==> src/hw/rtl/csvt_pkg.sv <==
// Shared types and constants for the CSV stream tokenizer.
package csvt_pkg;

    localparam logic [7:0] CH_QUOTE = 8'h22;
    localparam logic [7:0] CH_COMMA = 8'h2C;
    localparam logic [7:0] CH_LF    = 8'h0A;
    localparam logic [7:0] CH_CR    = 8'h0D;

    typedef enum logic [1:0] {
        MODE_PLAIN   = 2'd0,
        MODE_QUOTED  = 2'd1,
        MODE_PENDING = 2'd2,
        MODE_CLOSED  = 2'd3
    } parse_mode_t;

    typedef enum logic [1:0] {
        EV_BYTE  = 2'd0,
        EV_FIELD = 2'd1,
        EV_ROW   = 2'd2,
        EV_ERROR = 2'd3
    } event_kind_t;

    typedef enum logic [1:0] {
        ERR_AFTER_QUOTE  = 2'd0,
        ERR_STRAY_QUOTE  = 2'd1,
        ERR_UNTERMINATED = 2'd2,
        ERR_NONE         = 2'd3
    } error_code_t;

    typedef struct packed {
        logic [7:0] char_code;
        logic       end_of_input;
    } in_item_t;

    typedef struct packed {
        logic        valid;
        event_kind_t event_kind;
        logic [7:0]  char_out;
        logic [1:0]  error_code;
    } result_t;

    typedef struct packed {
        parse_mode_t parse_mode;
        logic        field_is_empty;
        logic        row_has_fields;
        logic        swallow_line_feed;
        logic        error_latched;
    } parse_state_t;

endpackage

==> src/hw/rtl/csvt_in_stage.sv <==
// Input register stage of the CSV stream tokenizer.
module csvt_in_stage (
    input  logic              aclk,
    input  logic              aresetn,
    input  logic              s_tvalid,
    output logic              s_tready,
    input  csvt_pkg::in_item_t s_item,
    input  logic              advance,
    output logic              item_valid,
    output csvt_pkg::in_item_t item
);
    import csvt_pkg::*;

    logic     valid_reg;
    logic     valid_next;
    in_item_t item_reg;

    assign s_tready   = !valid_reg || advance;
    assign valid_next = (s_tvalid && s_tready) ? 1'b1 : (advance ? 1'b0 : valid_reg);

    always_ff @(posedge aclk) begin
        if (!aresetn) begin
            valid_reg <= 1'b0;
        end else begin
            valid_reg <= valid_next;
        end
    end

    always_ff @(posedge aclk) begin
        if (s_tvalid && s_tready) begin
            item_reg <= s_item;
        end
    end

    assign item_valid = valid_reg;
    assign item       = item_reg;

endmodule

==> src/hw/rtl/csvt_core.sv <==
// Parser state and per-item tokenizing logic.
module csvt_core (
    input  logic                  aclk,
    input  logic                  aresetn,
    input  logic                  step_en,
    input  csvt_pkg::in_item_t    item,
    output csvt_pkg::result_t     res,
    output csvt_pkg::parse_state_t status
);
    import csvt_pkg::*;

    parse_state_t st_reg;
    parse_state_t st_next;

    localparam parse_state_t ST_RESET = '{
        parse_mode:        MODE_PLAIN,
        field_is_empty:    1'b1,
        row_has_fields:    1'b0,
        swallow_line_feed: 1'b0,
        error_latched:     1'b0
    };

    always_comb begin
        logic       after_quote;
        logic [7:0] c;
        logic       is_nl;
        c           = item.char_code;
        is_nl       = (c == CH_LF) || (c == CH_CR);
        after_quote = 1'b0;
        st_next     = st_reg;
        res.valid      = 1'b0;
        res.event_kind = EV_BYTE;
        res.char_out   = 8'd0;
        res.error_code = ERR_AFTER_QUOTE;

        if (item.end_of_input) begin
            if (!st_reg.error_latched) begin
                if (st_reg.parse_mode == MODE_QUOTED) begin
                    res.valid      = 1'b1;
                    res.event_kind = EV_ERROR;
                    res.error_code = ERR_UNTERMINATED;
                end else if (st_reg.parse_mode != MODE_PLAIN || !st_reg.field_is_empty
                             || st_reg.row_has_fields) begin
                    res.valid      = 1'b1;
                    res.event_kind = EV_ROW;
                end
            end
            st_next = ST_RESET;
        end else if (!st_reg.error_latched) begin
            st_next.swallow_line_feed = 1'b0;
            if (!(st_reg.swallow_line_feed && c == CH_LF)) begin
                case (st_reg.parse_mode)
                    MODE_QUOTED: begin
                        if (c == CH_QUOTE) begin
                            st_next.parse_mode = MODE_PENDING;
                        end else begin
                            st_next.field_is_empty = 1'b0;
                            res.valid    = 1'b1;
                            res.char_out = c;
                        end
                    end
                    MODE_PENDING: begin
                        if (c == CH_QUOTE) begin
                            st_next.parse_mode     = MODE_QUOTED;
                            st_next.field_is_empty = 1'b0;
                            res.valid    = 1'b1;
                            res.char_out = CH_QUOTE;
                        end else begin
                            after_quote = 1'b1;
                        end
                    end
                    MODE_CLOSED: begin
                        after_quote = 1'b1;
                    end
                    default: begin
                        if (c == CH_QUOTE && st_reg.field_is_empty) begin
                            st_next.parse_mode = MODE_QUOTED;
                        end else if (c == CH_COMMA) begin
                            st_next.field_is_empty = 1'b1;
                            st_next.row_has_fields = 1'b1;
                            res.valid      = 1'b1;
                            res.event_kind = EV_FIELD;
                        end else if (is_nl) begin
                            st_next.field_is_empty    = 1'b1;
                            st_next.row_has_fields    = 1'b0;
                            st_next.swallow_line_feed = (c == CH_CR);
                            res.valid      = 1'b1;
                            res.event_kind = EV_ROW;
                        end else if (c == CH_QUOTE) begin
                            st_next.error_latched = 1'b1;
                            res.valid      = 1'b1;
                            res.event_kind = EV_ERROR;
                            res.error_code = ERR_STRAY_QUOTE;
                        end else begin
                            st_next.field_is_empty = 1'b0;
                            res.valid    = 1'b1;
                            res.char_out = c;
                        end
                    end
                endcase

                if (after_quote) begin
                    if (c == CH_COMMA) begin
                        st_next.parse_mode     = MODE_PLAIN;
                        st_next.field_is_empty = 1'b1;
                        st_next.row_has_fields = 1'b1;
                        res.valid      = 1'b1;
                        res.event_kind = EV_FIELD;
                    end else if (is_nl) begin
                        st_next.parse_mode        = MODE_PLAIN;
                        st_next.field_is_empty    = 1'b1;
                        st_next.row_has_fields    = 1'b0;
                        st_next.swallow_line_feed = (c == CH_CR);
                        res.valid      = 1'b1;
                        res.event_kind = EV_ROW;
                    end else begin
                        st_next.parse_mode    = MODE_CLOSED;
                        st_next.error_latched = 1'b1;
                        res.valid      = 1'b1;
                        res.event_kind = EV_ERROR;
                        res.error_code = ERR_AFTER_QUOTE;
                    end
                end
            end
        end
    end

    always_ff @(posedge aclk) begin
        if (!aresetn) begin
            st_reg <= ST_RESET;
        end else if (step_en) begin
            st_reg <= st_next;
        end
    end

    assign status = st_reg;

endmodule

==> src/hw/rtl/csv_stream_tokenizer.sv <==
// Top level of the CSV stream tokenizer: input stage, parser core, result register.
//
// Input channel (s_): one byte per item in s_tdata[7:0]; s_tlast high marks end of
// input, which flushes the last row or reports an unterminated quote and then
// clears all parser state (s_tdata is ignored on that item).
// Result channel (m_): m_tuser is the event kind (content byte, end of field,
// end of field and row, error); m_tdata carries the content byte and error code.
// Items that cause no event (opening quote, swallowed LF, bytes after an error)
// are consumed without a result.
// A result passes through the input register and then the result register to m_.
// Throughput: one item per cycle while the receiver does not stall; the parser
// state update is a single combinational step between the two registers.
// When the receiver stalls, the result register holds and the input register
// stops advancing; s_tready drops once both are full.
// Reset (aresetn low, synchronous) empties both registers and returns the
// parser to the start of an unquoted, empty field.
module csv_stream_tokenizer (
    input  logic        aclk,
    input  logic        aresetn,
    input  logic        s_tvalid,
    output logic        s_tready,
    input  logic [7:0]  s_tdata,   // [7:0] char_code
    input  logic        s_tlast,   // end_of_input
    output logic        m_tvalid,
    input  logic        m_tready,
    output logic [15:0] m_tdata,   // [7:0] char_out, [9:8] error_code, [15:10] zero
    output logic [1:0]  m_tuser    // [1:0] event_kind
);
    import csvt_pkg::*;

    in_item_t     s_item;
    in_item_t     item;
    logic         item_valid;
    logic         advance;
    result_t      res;
    parse_state_t status;

    logic         out_valid_reg;
    logic         out_valid_next;
    result_t      out_reg;

    assign s_item.char_code    = s_tdata;
    assign s_item.end_of_input = s_tlast;

    assign advance = item_valid && (!out_valid_reg || m_tready);

    csvt_in_stage u_in_stage (
        .aclk       (aclk),
        .aresetn    (aresetn),
        .s_tvalid   (s_tvalid),
        .s_tready   (s_tready),
        .s_item     (s_item),
        .advance    (advance),
        .item_valid (item_valid),
        .item       (item)
    );

    csvt_core u_core (
        .aclk    (aclk),
        .aresetn (aresetn),
        .step_en (advance),
        .item    (item),
        .res     (res),
        .status  (status)
    );

    always_comb begin
        out_valid_next = out_valid_reg;
        if (m_tvalid && m_tready) begin
            out_valid_next = 1'b0;
        end
        if (advance && res.valid) begin
            out_valid_next = 1'b1;
        end
    end

    always_ff @(posedge aclk) begin
        if (!aresetn) begin
            out_valid_reg <= 1'b0;
        end else begin
            out_valid_reg <= out_valid_next;
        end
    end

    always_ff @(posedge aclk) begin
        if (advance && res.valid) begin
            out_reg <= res;
        end
    end

    assign m_tvalid = out_valid_reg;
    assign m_tuser  = out_reg.event_kind;
    assign m_tdata  = {6'd0, out_reg.error_code, out_reg.char_out};

    a_no_event_after_error: assert property (@(posedge aclk) disable iff (!aresetn)
        advance && !item.end_of_input && status.error_latched |-> !res.valid)
        else $error("event produced while error is latched");

    a_end_clears_state: assert property (@(posedge aclk) disable iff (!aresetn)
        advance && item.end_of_input |=> status.parse_mode == MODE_PLAIN
            && status.field_is_empty && !status.row_has_fields && !status.error_latched)
        else $error("end of input did not clear parser state");

    a_error_code_only_on_error: assert property (@(posedge aclk) disable iff (!aresetn)
        m_tvalid && m_tuser != EV_ERROR |-> m_tdata[9:8] == 2'd0)
        else $error("error code set on a non-error event");

    a_char_only_on_byte: assert property (@(posedge aclk) disable iff (!aresetn)
        m_tvalid && m_tuser != EV_BYTE |-> m_tdata[7:0] == 8'd0)
        else $error("character set on a non-byte event");

    a_no_overwrite: assert property (@(posedge aclk) disable iff (!aresetn)
        m_tvalid && !m_tready |-> !(advance && res.valid))
        else $error("pending result overwritten");

endmodule

==> config.mk <==
export PLATFORM = sky130hd
export DESIGN_NAME = csv_stream_tokenizer
export DESIGN_NICKNAME = d
export VERILOG_FILES = /design/src/hw/rtl/csvt_pkg.sv /design/src/hw/rtl/csvt_in_stage.sv /design/src/hw/rtl/csvt_core.sv /design/src/hw/rtl/csv_stream_tokenizer.sv
export SDC_FILE = /design/constraint.sdc
export NUM_CORES = 1
export LEC_CHECK = 0
export BUFFER_PORTS_ARGS = -buffer_cell sky130_fd_sc_hd__buf_2
export CAP_MARGIN = 25
export CORE_MARGIN = 2
export CORE_UTILIZATION = 35
export DETAILED_ROUTE_END_ITERATION = 7
export GPL_ROUTABILITY_DRIVEN = 0
export GPL_TIMING_DRIVEN = 0
export HOLD_SLACK_MARGIN = 0.05
export MAX_ROUTING_LAYER = met4
export PLACE_DENSITY = 0.52
export SLEW_MARGIN = 20
export SYNTH_ARGS = -nofsm -noshare
export SYNTH_HDL_FRONTEND = slang
export SYNTH_HIERARCHICAL = 1
export SYNTH_SLANG_ARGS = --single-unit
==> constraint.sdc <==
create_clock -name aclk -period 3.3 [get_ports aclk]
set_clock_uncertainty 0.1 [all_clocks]
set_input_delay 0.825 -clock aclk [delete_from_list [all_inputs] [get_ports aclk]]
set_output_delay 0.825 -clock aclk [all_outputs]
set_load 0.01 [all_outputs]
# Word level (Yosys, flattened, before mapping)
# Index checks and enable logic that the tools add are counted.
[word_totals] register_bits=29 out_inout_bits=20 input_bits=13 elab_cells=112
[op_classes] muxes=65 eq_ne=12 n_reduce_logical=23
[op_table] op="$mux W2" n=24
[op_table] op="$mux W13" n=3
[op_table] op="$mux W6" n=5
[op_table] op="$mux W3" n=9
[op_table] op="$pmux W8 S3" n=1
[op_table] op="$mux W10" n=2
[op_table] op="$eq A8 B4 Y1 const B" n=2
[op_table] op="$eq A8 B6 Y1 const B" n=2
[op_table] op="$mux W1" n=15
[op_table] op="$pmux W3 S3" n=1
[op_table] op="$mux W4" n=2
[op_table] op="$mux W8" n=1
[op_table] op="$reduce_and A7 Y1" n=1
[op_table] op="$logic_and A1 B1 Y1" n=6
[op_table] op="$reduce_bool A2 Y1" n=3
[op_table] op="$reduce_or A3 Y1" n=2
[op_table] op="$logic_or A1 B1 Y1" n=5
[op_table] op="$reduce_bool A5 Y1" n=1
[op_table] op="$eq A2 B2 Y1 const B" n=2
[op_table] op="$ne A2 B2 Y1 const B" n=2
[op_table] op="$ne A4 B2 Y1 const B" n=1
[op_table] op="$ne A4 B4 Y1 const B" n=1
[op_table] op="$logic_not A1 Y1" n=3
[op_table] op="$ne A3 B2 Y1 const B" n=1
[op_table] op="other kinds (5)" n=5

# Logic depth before layout (Yosys ltp)
# Gate-level depths: netlist of the first run.
[logic_depth] depth_word=18 mapped_depth=8 depth_no_buf=7

# By module
# Netlist of the first run, hierarchy kept.
[by_module_without_submodules] module="csvt_core" instances=1 cells_per_inst=113 area_per_inst_um2=799.5
[by_module_without_submodules] module="csv_stream_tokenizer" instances=1 cells_per_inst=25 area_per_inst_um2=483.0
[by_module_without_submodules] module="csvt_in_stage" instances=1 cells_per_inst=14 area_per_inst_um2=327.8

# Worst setup path before layout of the first run
# Ideal clock, no wire load.
[synth_path] kind="input port to output port" start="input m_tready" end="output s_tready" required_time_ps=2375 arrival_time_ps=1270 stages=3 n_path_buf=0 path_slack_ps=1105 cell_sequence="nand2b_4 and2_4 nand2b_4"
[synth_between] elab_chain_cells=3
[synth_lines] element="from (decl)" line="csv_stream_tokenizer.sv:25" rtl="input logic m_tready,"
[synth_lines] element="$logic_or A1 B1 Y1" line="csv_stream_tokenizer.sv:45" rtl="assign advance = item_valid && (!out_valid_reg || m_tready);"
[synth_lines] element="$logic_and A1 B1 Y1" line="csv_stream_tokenizer.sv:45"
[synth_lines] element="via advance" line="csv_stream_tokenizer.sv:34" rtl="logic advance;"
[synth_lines] element="$logic_or A1 B1 Y1" line="csvt_in_stage.sv:18" rtl="assign s_tready = !valid_reg || advance;"
[synth_lines] element="to (decl)" line="csv_stream_tokenizer.sv:21" rtl="output logic s_tready,"
# The timed path passes the listed nets, and every way through them passes these cells.

==> flow_metrics.env, run 1 <==
export IMPL_outcome="finished, final reports clean"
export IMPL_final_nets=203
export IMPL_area_growth_pct=18.4
export IMPL_rows=24
export IMPL_tightest_slew_ns=0.593
export IMPL_fmax_ghz=0.396
export IMPL_slew_headroom_pct=60.1
export IMPL_core_area_um2=4380
export IMPL_met2_length_um=1680
export IMPL_hold_path_class="reg2reg"
export IMPL_netlist_area_um2=1610
export IMPL_ctsResizeCount=0
export IMPL_synth_seq_area_share_pct=49.1
export IMPL_port_buffers=26
export IMPL_setup_worst_path_class="reg2reg"
export IMPL_grt_pass1_vias=1247
export IMPL_syn_avg_cell_area_um2=10.6
export IMPL_clkLatencyLatePin_ns=0.28
export IMPL_p_per_area_nw_per_um2=419
export IMPL_wl_um=3520
export IMPL_cts_sinks=29
export IMPL_vias=1300
export IMPL_ir_drop_uv=200
export IMPL_drc_errors=0
export IMPL_finalSetupViolations=0
export IMPL_p_leak_nw=0.733
export IMPL_drtIter0Drc=79
export IMPL_worst_hold_slack_ns=0.364
export IMPL_critPathBufInv=2
export IMPL_cts_htree_levels=2
export IMPL_cts_clk_slew_worst_paths_ns=0.06
export IMPL_grt_pass1_wl_um=5870
export IMPL_via_per_inst=5.35
export IMPL_yosysWarnings=6
export IMPL_critical_path_cell_chain="or4b_1 -> buf_2 -> nor3_1 -> or3_1 -> buf_2 -> o21ai_1 -> nand2_2 -> nor2b_4"
export IMPL_post_cts_buffers=0
export IMPL_diodes=0
export IMPL_largest_register_ffs=10
export IMPL_ctsRootBufferMaster="clkbuf_8"
export IMPL_crit_top_cell="buf_2"
export IMPL_dieArea_um2=5160
export IMPL_syn_inst=152
export IMPL_hpwlAfterDp_um=2660
export IMPL_antenna_found_initial=0
export IMPL_maxCapViolations=0
export IMPL_cts_tree="done"
export IMPL_cts_hold_buffers_added=0
export IMPL_grt_max_degree=13
export IMPL_dominantRegCellSynth="edfxtp_1"
export IMPL_ys_ff_latch=29
export IMPL_drtAntennaViolNets=0
export IMPL_ys_types=59
export IMPL_worstSetupEndpointType="flip-flop"
export IMPL_dr_pass1_iters=4
export IMPL_slew_viol_final=0
export IMPL_numCtsBuffers=5
export IMPL_period_minus_slack_ns=2.53
export IMPL_period_share_pct=76.6
export IMPL_wl_per_cell_um=14.5
export IMPL_grt_ovfl_total=0
export IMPL_die_y_um=71.8
export IMPL_crit_slowest_cell="edfxtp_1"
export IMPL_cp_data_required_time_ns=3.14
export IMPL_setup_tns_final_ns=0
export IMPL_floorplan_initialDensity_pct=36.7
export IMPL_critical_path_top_delay_family="simple AND/OR/NAND/NOR gates"
export IMPL_finalHoldViolCount=0
export IMPL_rsz0062_at_grt="no"
export IMPL_cp_slowest_stage_delay_ns=0.47
export IMPL_drive_above_1_share_pct=31.9
export IMPL_ys_async_sr_fraction_pct=0
export IMPL_cp_max_fo=12
export IMPL_route_met3_wl_um=289
export IMPL_die_width_um=71.8
export IMPL_wl_met1_um=1440
export IMPL_synth_enable_flop_cells=21
export IMPL_ios=33
export IMPL_track_usage_pct=15.3
export IMPL_worstSetupStartpointType="flip-flop"
export IMPL_clock_path_buffers=2
export IMPL_highest_layer="met4"
export IMPL_crit_arrival_ns=2.37
metrics by stage:
stage          worst slack (ns)  utilization, %  cell area (um2)  instances  power [mW]
2_1_floorplan              1.10               -             1630        157       0.498
3_3_place_gp              0.809            41.6             1820        235       0.528
5_1_grt                   0.634            43.5             1910        243       0.841
6_report                  0.773            43.5             1910        243       0.798
3_5_place_dp              0.786            41.6             1820        235       0.530
4_1_cts                   0.780            43.5             1910        243       0.807
cells in the mapped netlist, drive strengths merged, types with 2 or more instances:
cell	instances	area, um2
edfxtp	21	631
buf	10	71.3
nand2	10	40.0
and2	9	61.3
nor3	9	50.1
dfxtp	8	160
nor2	8	30.0
o21ai	8	43.8
a21oi	7	35.0
nand3	5	25.0
nand2b	4	40.0
clkbuf	3	11.3
inv	3	11.3
nor2b	3	26.3
nor4	3	25.0
or2	3	18.8
or4b	3	30.0
a21boi	2	22.5
a22oi	2	15.0
a31o	2	17.5
and3	2	12.5
nand3b	2	15.0
nor3b	2	20.0
o211ai	2	20.0
or4bb	2	22.5
cells by family after synthesis:
group,synth area share (%)
compound gates,15.9
other cells,0.233
flops,49.1
buf+inv,5.83
simple gates,29.0
final cells by class:
class	instances	area [um2]
inverters	3	11.3
repair buffers	26	130
fillers	432	2480
plain buffers	13	82.6
flip-flops and latches	29	791
multi-input cells	112	744
clock inverters	2	10.0
well taps	52	65.1
clock buffers	6	72.6
layout by cell type, fill, tap and decap left out, types with 3 or more instances in the layout:
master    instances
nor3_1            8
clkbuf_8          5
o21ai_1           5
inv_1             3
and2_1            6
dfxtp_1           8
buf_4             6
clkbuf_1          4
buf_2            29
a21oi_1           7
nand3_1           5
nand2_1           9
nor2_1            8
edfxtp_1         21
conb_1            6
metal layers:
layer / up-vias / track usage, %
li1: 642 / -
met1: 592 / 18.1
met2: 54 / 22.5
met3: 12 / 5.20
met4: 0 / 9.22
met5: - / -
worst paths after layout:
path	cells after the start	to	slack, ns	start
setup / recovery	8	m_tuser[0]	0.77	u_in_stage/item[4]
hold / removal	1	u_core/status[2]	0.36	u_core/status[2]
setup reg to reg	8	m_tuser[0]	0.77	u_in_stage/item[4]
hold reg to reg	1	u_core/status[2]	0.36	u_core/status[2]
power by group:
part	total (mW)	internal (mW)	switching (mW)
sequential	0.426	0.411	0.0145
clock	0.276	0.146	0.130
combinational	0.0968	0.0433	0.0535
Power figures use the tool's default switching activity.
==> inputs of run 2 (changes only) <==
--- a/config.mk
+++ b/config.mk
@@ -14,7 +14,7 @@
 export GPL_TIMING_DRIVEN = 0
 export HOLD_SLACK_MARGIN = 0.05
 export MAX_ROUTING_LAYER = met4
-export PLACE_DENSITY = 0.52
+export PLACE_DENSITY = 0.54
 export SLEW_MARGIN = 20
 export SYNTH_ARGS = -nofsm -noshare
 export SYNTH_HDL_FRONTEND = slang
==> constraint.sdc (replaced) <==
create_clock -name aclk -period 2.3 [get_ports aclk]
set_clock_uncertainty 0.1 [all_clocks]
set_input_delay 0.575 -clock aclk [delete_from_list [all_inputs] [get_ports aclk]]
set_output_delay 0.575 -clock aclk [all_outputs]
set_load 0.01 [all_outputs]
==> run 2 against run 1 <==
Against the previous run: critical path type unchanged; critical path depth grew 1; routed wire length increased by 2.0%; utilization is 4.4 points higher; largest power group is now clock.
==> flow_metrics.env, run 2 (synthesized netlist as in run 1, its figures left out) <==
export IMPL_antenna_found_initial=0
export IMPL_via_per_inst=5.25
export IMPL_diodes=0
export IMPL_final_instance_count_excl_fill=254
export IMPL_grt_max_degree=13
export IMPL_drtAntennaViolNets=0
export IMPL_grt_ovfl_total=0
export IMPL_setup_worst_path_class="reg2reg"
export IMPL_ctsRootBufferMaster="clkbuf_8"
export IMPL_dr_pass1_iters=4
export IMPL_floorplan_initialDensity_pct=36.7
export IMPL_ir_drop_uv=305
export IMPL_area_growth_pct=30.3
export IMPL_cts_hold_buffers_added=0
export IMPL_maxCapViolations=0
export IMPL_final_area_um2=2100
export IMPL_period_share_pct=98.7
export IMPL_worstHoldStart="s_tdata[6]"
export IMPL_rows=24
export IMPL_drtIter0Drc=112
export IMPL_drc_errors=0
export IMPL_wl_um=3590
export IMPL_power_total_mw=1.39
export IMPL_drive_above_1_share_pct=39.1
export IMPL_hpwlAfterDp_um=2510
export IMPL_cts_tree="done"
export IMPL_p_leak_nw=0.830
export IMPL_p_per_area_nw_per_um2=664
export IMPL_die_y_um=71.8
export IMPL_period_minus_slack_ns=2.27
export IMPL_wl_per_cell_um=14.1
export IMPL_numCtsBuffers=5
export IMPL_port_buffers=26
export IMPL_r2r_start="u_in_stage/item[8]"
export IMPL_cp_max_fo=12
export IMPL_grt_pass1_wl_um=5730
export IMPL_pre_cts_ws_ns=-0.198
export IMPL_r2r_cells=9
export IMPL_dieArea_um2=5160
export IMPL_finalSetupViolations=0
export IMPL_postLayoutCoreUtil_pct=47.9
export IMPL_cp_data_required_time_ns=2.25
export IMPL_cts_htree_levels=2
export IMPL_worstSetupEndpointType="flip-flop"
export IMPL_setup_tns_final_ns=0
export IMPL_dpl_cell_count=235
export IMPL_clkLatencyLatePin_ns=0.28
export IMPL_crit_arrival_ns=2.22
export IMPL_largest_register_ffs=10
export IMPL_core_area_um2=4380
export IMPL_outcome="finished, final reports clean"
export IMPL_final_nets=214
export IMPL_worst_hold_slack_ns=0.367
export IMPL_dpl_instance_area_um2=1820
export IMPL_grt_pass1_vias=1214
export IMPL_track_usage_pct=15.0
export IMPL_slew_viol_final=0
export IMPL_worstSetupStartpointType="flip-flop"
export IMPL_clock_path_buffers=2
export IMPL_layout_commonest_cell="buf_2"
export IMPL_hold_path_class="in2reg"
export IMPL_worst_slack_ns=0.0309
export IMPL_vias=1333
export IMPL_cts_sinks=29
export IMPL_finalHoldViolCount=0
export IMPL_final_cell_mix="27 x buf_2, 21 x edfxtp_1, 16 x buf_4"
export IMPL_die_width_um=71.8
export IMPL_fmax_ghz=0.441
export IMPL_timing_rr_end="m_tdata[5]"
export IMPL_ios=33
export IMPL_cts_clk_slew_worst_paths_ns=0.06
export IMPL_worstHoldPathCells=1
export IMPL_rrSetupSlack_ns=0.03
export IMPL_holdPathEnd="u_in_stage/item[7]"
[run 2: changes by cell type in the layout (fill, tap and decap cells not counted), moves of 2 or more]
cell and delta:
buf_4 +10, nor3_1 -2, buf_2 -2, buf_6 +2, bufinv_16 +2
[run 2: worst max-delay path by stage]
| stage | startpoint | endpoint | slack [ns] | cells past startpoint |
|---|---|---|---|---|
| final | u_in_stage/item[8] | m_tdata[5] | 0.03 | 9 |
| after global placement | u_in_stage/item[4] | m_tdata[7] | -0.20 | 8 |
| after floorplan | u_in_stage/item[4] | m_tdata[0] | 0.15 | 8 |
| after global routing | u_in_stage/item[8] | m_tdata[5] | -0.02 | 9 |
| after detailed placement | u_in_stage/item[4] | m_tdata[6] | -0.20 | 8 |
| after CTS | u_in_stage/item[5] | m_tuser[0] | 0.0005 | 9 |
[run 2: timing repair]
item	4_1_cts	5_1_grt
pin swaps	0	2
setup endpoints to repair	12	13
buffers inserted	6	5
resized for setup	2	10
[run 2: critical path, cell delays in order, from the launching register on]
cell and delay [ns]:
edfxtp_1 0.42, or4b_4 0.56, buf_6 0.15, nor3_4 0.16
or3_1 0.16, buf_6 0.14, o21ai_2 0.08, nand2_2 0.09
nor2b_4 0.05, buf_12 0.14
[run 2: area by class of cell]
class                      count  area [um2]
multi-input combinational    112         777
buffer                        13        95.1
inverter                       3        11.3
fill                         411        2290
sequential                    29         791
clock buffer                   5        68.8
clock inverter                 3        65.1
timing repair buffer          37         225
tap                           52        65.1
[run 2: layer usage]
metal  vias to the layer above  wire length (um)  global-route usage (%)
li1                        657                 -                       -
met1                       608              1540                    18.9
met2                        61              1710                    22.0
met3                         7               287                    5.06
met4                         0                51                    6.08
met5                         -                 0                       -
[run 2: report_power, final]
group | switching, mW | leakage, nW | internal, mW | total (mW)
registers | 0.0184 | 0.265 | 0.590 | 0.608
logic | 0.0873 | 0.497 | 0.0809 | 0.168
clock network | 0.188 | 0.0681 | 0.430 | 0.617
total | 0.293 | 0.830 | 1.10 | 1.39
==> inputs of run 3 (changes only) <==
--- a/config.mk
+++ b/config.mk
@@ -7,6 +7,7 @@
 export LEC_CHECK = 0
 export BUFFER_PORTS_ARGS = -buffer_cell sky130_fd_sc_hd__buf_2
 export CAP_MARGIN = 25
+export CORE_ASPECT_RATIO = 0.6
 export CORE_MARGIN = 2
 export CORE_UTILIZATION = 35
 export DETAILED_ROUTE_END_ITERATION = 7
==> run 3 against run 2 <==
Against the previous run: flip-flop and latch count did not move; first-iteration DRC count rose by 38%; utilization fell by 1.8 points; non-clock buffer count rose by 2; clock-buffer cell count rose by 2; sequential power barely moved; sequential share of layout area rose by 0.52 points; final area fell by 1.4%; worst hold slack got worse by 0.0018 ns; global-route usage rose by 0.74 points; setup slack improved by 0.067 ns; routed wire length rose by 3.5%; critical path type unchanged; highest routed layer unchanged.
==> flow_metrics.env, run 3 (synthesized netlist as in run 1, its figures left out) <==
export IMPL_outcome="finished, final reports clean"
export IMPL_setup_tns_final_ns=0
export IMPL_setup_worst_path_class="reg2reg"
export IMPL_holdPathEnd="u_in_stage/item[7]"
export IMPL_die_width_um=91.6
export IMPL_largest_register_ffs=10
export IMPL_grt_ovfl_total=0
export IMPL_critical_path_cell_chain="or4bb_4 -> nor3_4 -> or3_4 -> buf_6 -> o21ai_1 -> nand2_2 -> nor2b_4 -> buf_12"
export IMPL_crit_slowest_cell="or4bb_4"
export IMPL_fmax_ghz=0.454
export IMPL_rrSetupSlack_ns=0.1
export IMPL_track_usage_pct=15.7
export IMPL_drc_errors=0
export IMPL_worstHoldPathCells=1
export IMPL_wl_per_cell_um=13.9
export IMPL_tightest_slew_ns=0.515
export IMPL_power_total_mw=1.18
export IMPL_crit_arrival_ns=2.16
export IMPL_worstSetupEndpointType="flip-flop"
export IMPL_ios=33
export IMPL_area_growth_pct=28.5
export IMPL_period_minus_slack_ns=2.20
export IMPL_worstHoldStart="s_tdata[6]"
export IMPL_grt_pass1_wl_um=5870
export IMPL_ir_drop_uv=257
export IMPL_clock_path_buffers=2
export IMPL_vias=1372
export IMPL_core_area_um2=4490
export IMPL_grt_pass1_vias=1181
export IMPL_final_cell_mix="27 x buf_2, 21 x edfxtp_1, 18 x buf_4"
export IMPL_final_nets=216
export IMPL_layout_commonest_cell="buf_2"
export IMPL_cp_startpoint="u_in_stage/item[3]"
export IMPL_finalSetupViolations=0
export IMPL_cts_htree_levels=2
export IMPL_cts_hold_buffers_added=0
export IMPL_ctsRootBufferMaster="clkbuf_8"
export IMPL_hpwlAfterDp_um=2610
export IMPL_grt_max_degree=13
export IMPL_die_y_um=56.5
export IMPL_numCtsBuffers=5
export IMPL_cts_tree="done"
export IMPL_via_per_inst=5.14
export IMPL_slew_headroom_pct=65.4
export IMPL_rows=19
export IMPL_p_leak_nw=0.810
export IMPL_drive_above_1_share_pct=37.7
export IMPL_hold_path_class="in2reg"
export IMPL_cp_slowest_stage_delay_ns=0.62
export IMPL_port_buffers=26
export IMPL_wl_um=3720
export IMPL_cts_clk_slew_worst_paths_ns=0.06
export IMPL_cp_max_fo=12
export IMPL_clkLatencyLatePin_ns=0.29
export IMPL_timing_rr_end="m_tdata[0]"
export IMPL_finalHoldViolCount=0
export IMPL_dieArea_um2=5180
export IMPL_cp_data_required_time_ns=2.26
export IMPL_r2r_start="u_in_stage/item[3]"
export IMPL_drtIter0Drc=154
export IMPL_p_per_area_nw_per_um2=569
export IMPL_maxCapViolations=0
export IMPL_diodes=0
export IMPL_slew_viol_final=0
export IMPL_cts_sinks=29
export IMPL_dr_pass1_iters=4
export IMPL_antenna_found_initial=0
export IMPL_worstSetupStartpointType="flip-flop"
export IMPL_period_share_pct=95.7
export IMPL_r2r_cells=8
export IMPL_drtAntennaViolNets=0
export IMPL_floorplan_initialDensity_pct=35.8
export IMPL_num_fill_cells=430
==> run 3: area by class of cell <==
type | count | area [um2] | area share, %
Buffer | 13 | 95.1 | 4.59
Clock inverter | 1 | 3.75 | 0.181
Inverter | 3 | 11.3 | 0.544
Sequential cell | 29 | 791 | 38.2
Multi-Input combinational cell | 112 | 773 | 37.4
Timing Repair Buffer | 39 | 240 | 11.6
Clock buffer | 7 | 76.3 | 3.69
Tap cell | 63 | 78.8 | 3.81
==> run 3: routing by layer <==
| metal | track usage (%) | vias to the layer above | wire length [um] |
|---|---|---|---|
| li1 | - | 664 | - |
| met1 | 23.1 | 620 | 1740 |
| met2 | 19.2 | 79 | 1530 |
| met3 | 4.03 | 9 | 375 |
| met4 | 8.44 | 0 | 74 |
| met5 | - | - | 0 |
==> run 3: power by group <==
group	leakage [nW]	switching, mW	internal [mW]
clock	0.0399	0.189	0.210
sequential	0.265	0.0182	0.590
combinational	0.505	0.0878	0.0838
==> run 3: worst max-delay path by stage <==
stage | end | slack [ns] | cells after the start
floorplan | m_tdata[0] | 0.15 | 8
global placement | m_tdata[6] | -0.17 | 8
detailed placement | m_tdata[2] | -0.15 | 8
CTS | m_tuser[0] | 0.01 | 9
global route | m_tuser[0] | -0.0002 | 5
finish | m_tdata[0] | 0.1 | 8
==> run 3: timing repair <==
action	in CTS	in global routing
pin swaps	0	2
endpoints found under the setup margin	12	15
gates resized for setup	2	9
buffers inserted	2	11
==> run 3: worst max-delay path, delay by kind of cell (launching register included) <==
kind,cells,cell delay [ns]
AND/OR/NAND/NOR,5,1.06
buffers and inverters,2,0.23
flip-flops,1,0.50
AO/OA/AOI/OAI,1,0.08
==> run 3: metrics by stage <==
step,setup WS (ns),utilization [%],hold slack [ns],std cells,area (um2)
floorplan,0.149,-,0.319,157,1630
global placement,-0.169,40.9,0.371,246,1840
detailed placement,-0.145,40.9,0.358,246,1840
CTS,0.00997,43.5,0.355,256,1950
global route,-0.000245,46.1,0.352,267,2070
finish,0.0979,46.1,0.365,267,2070
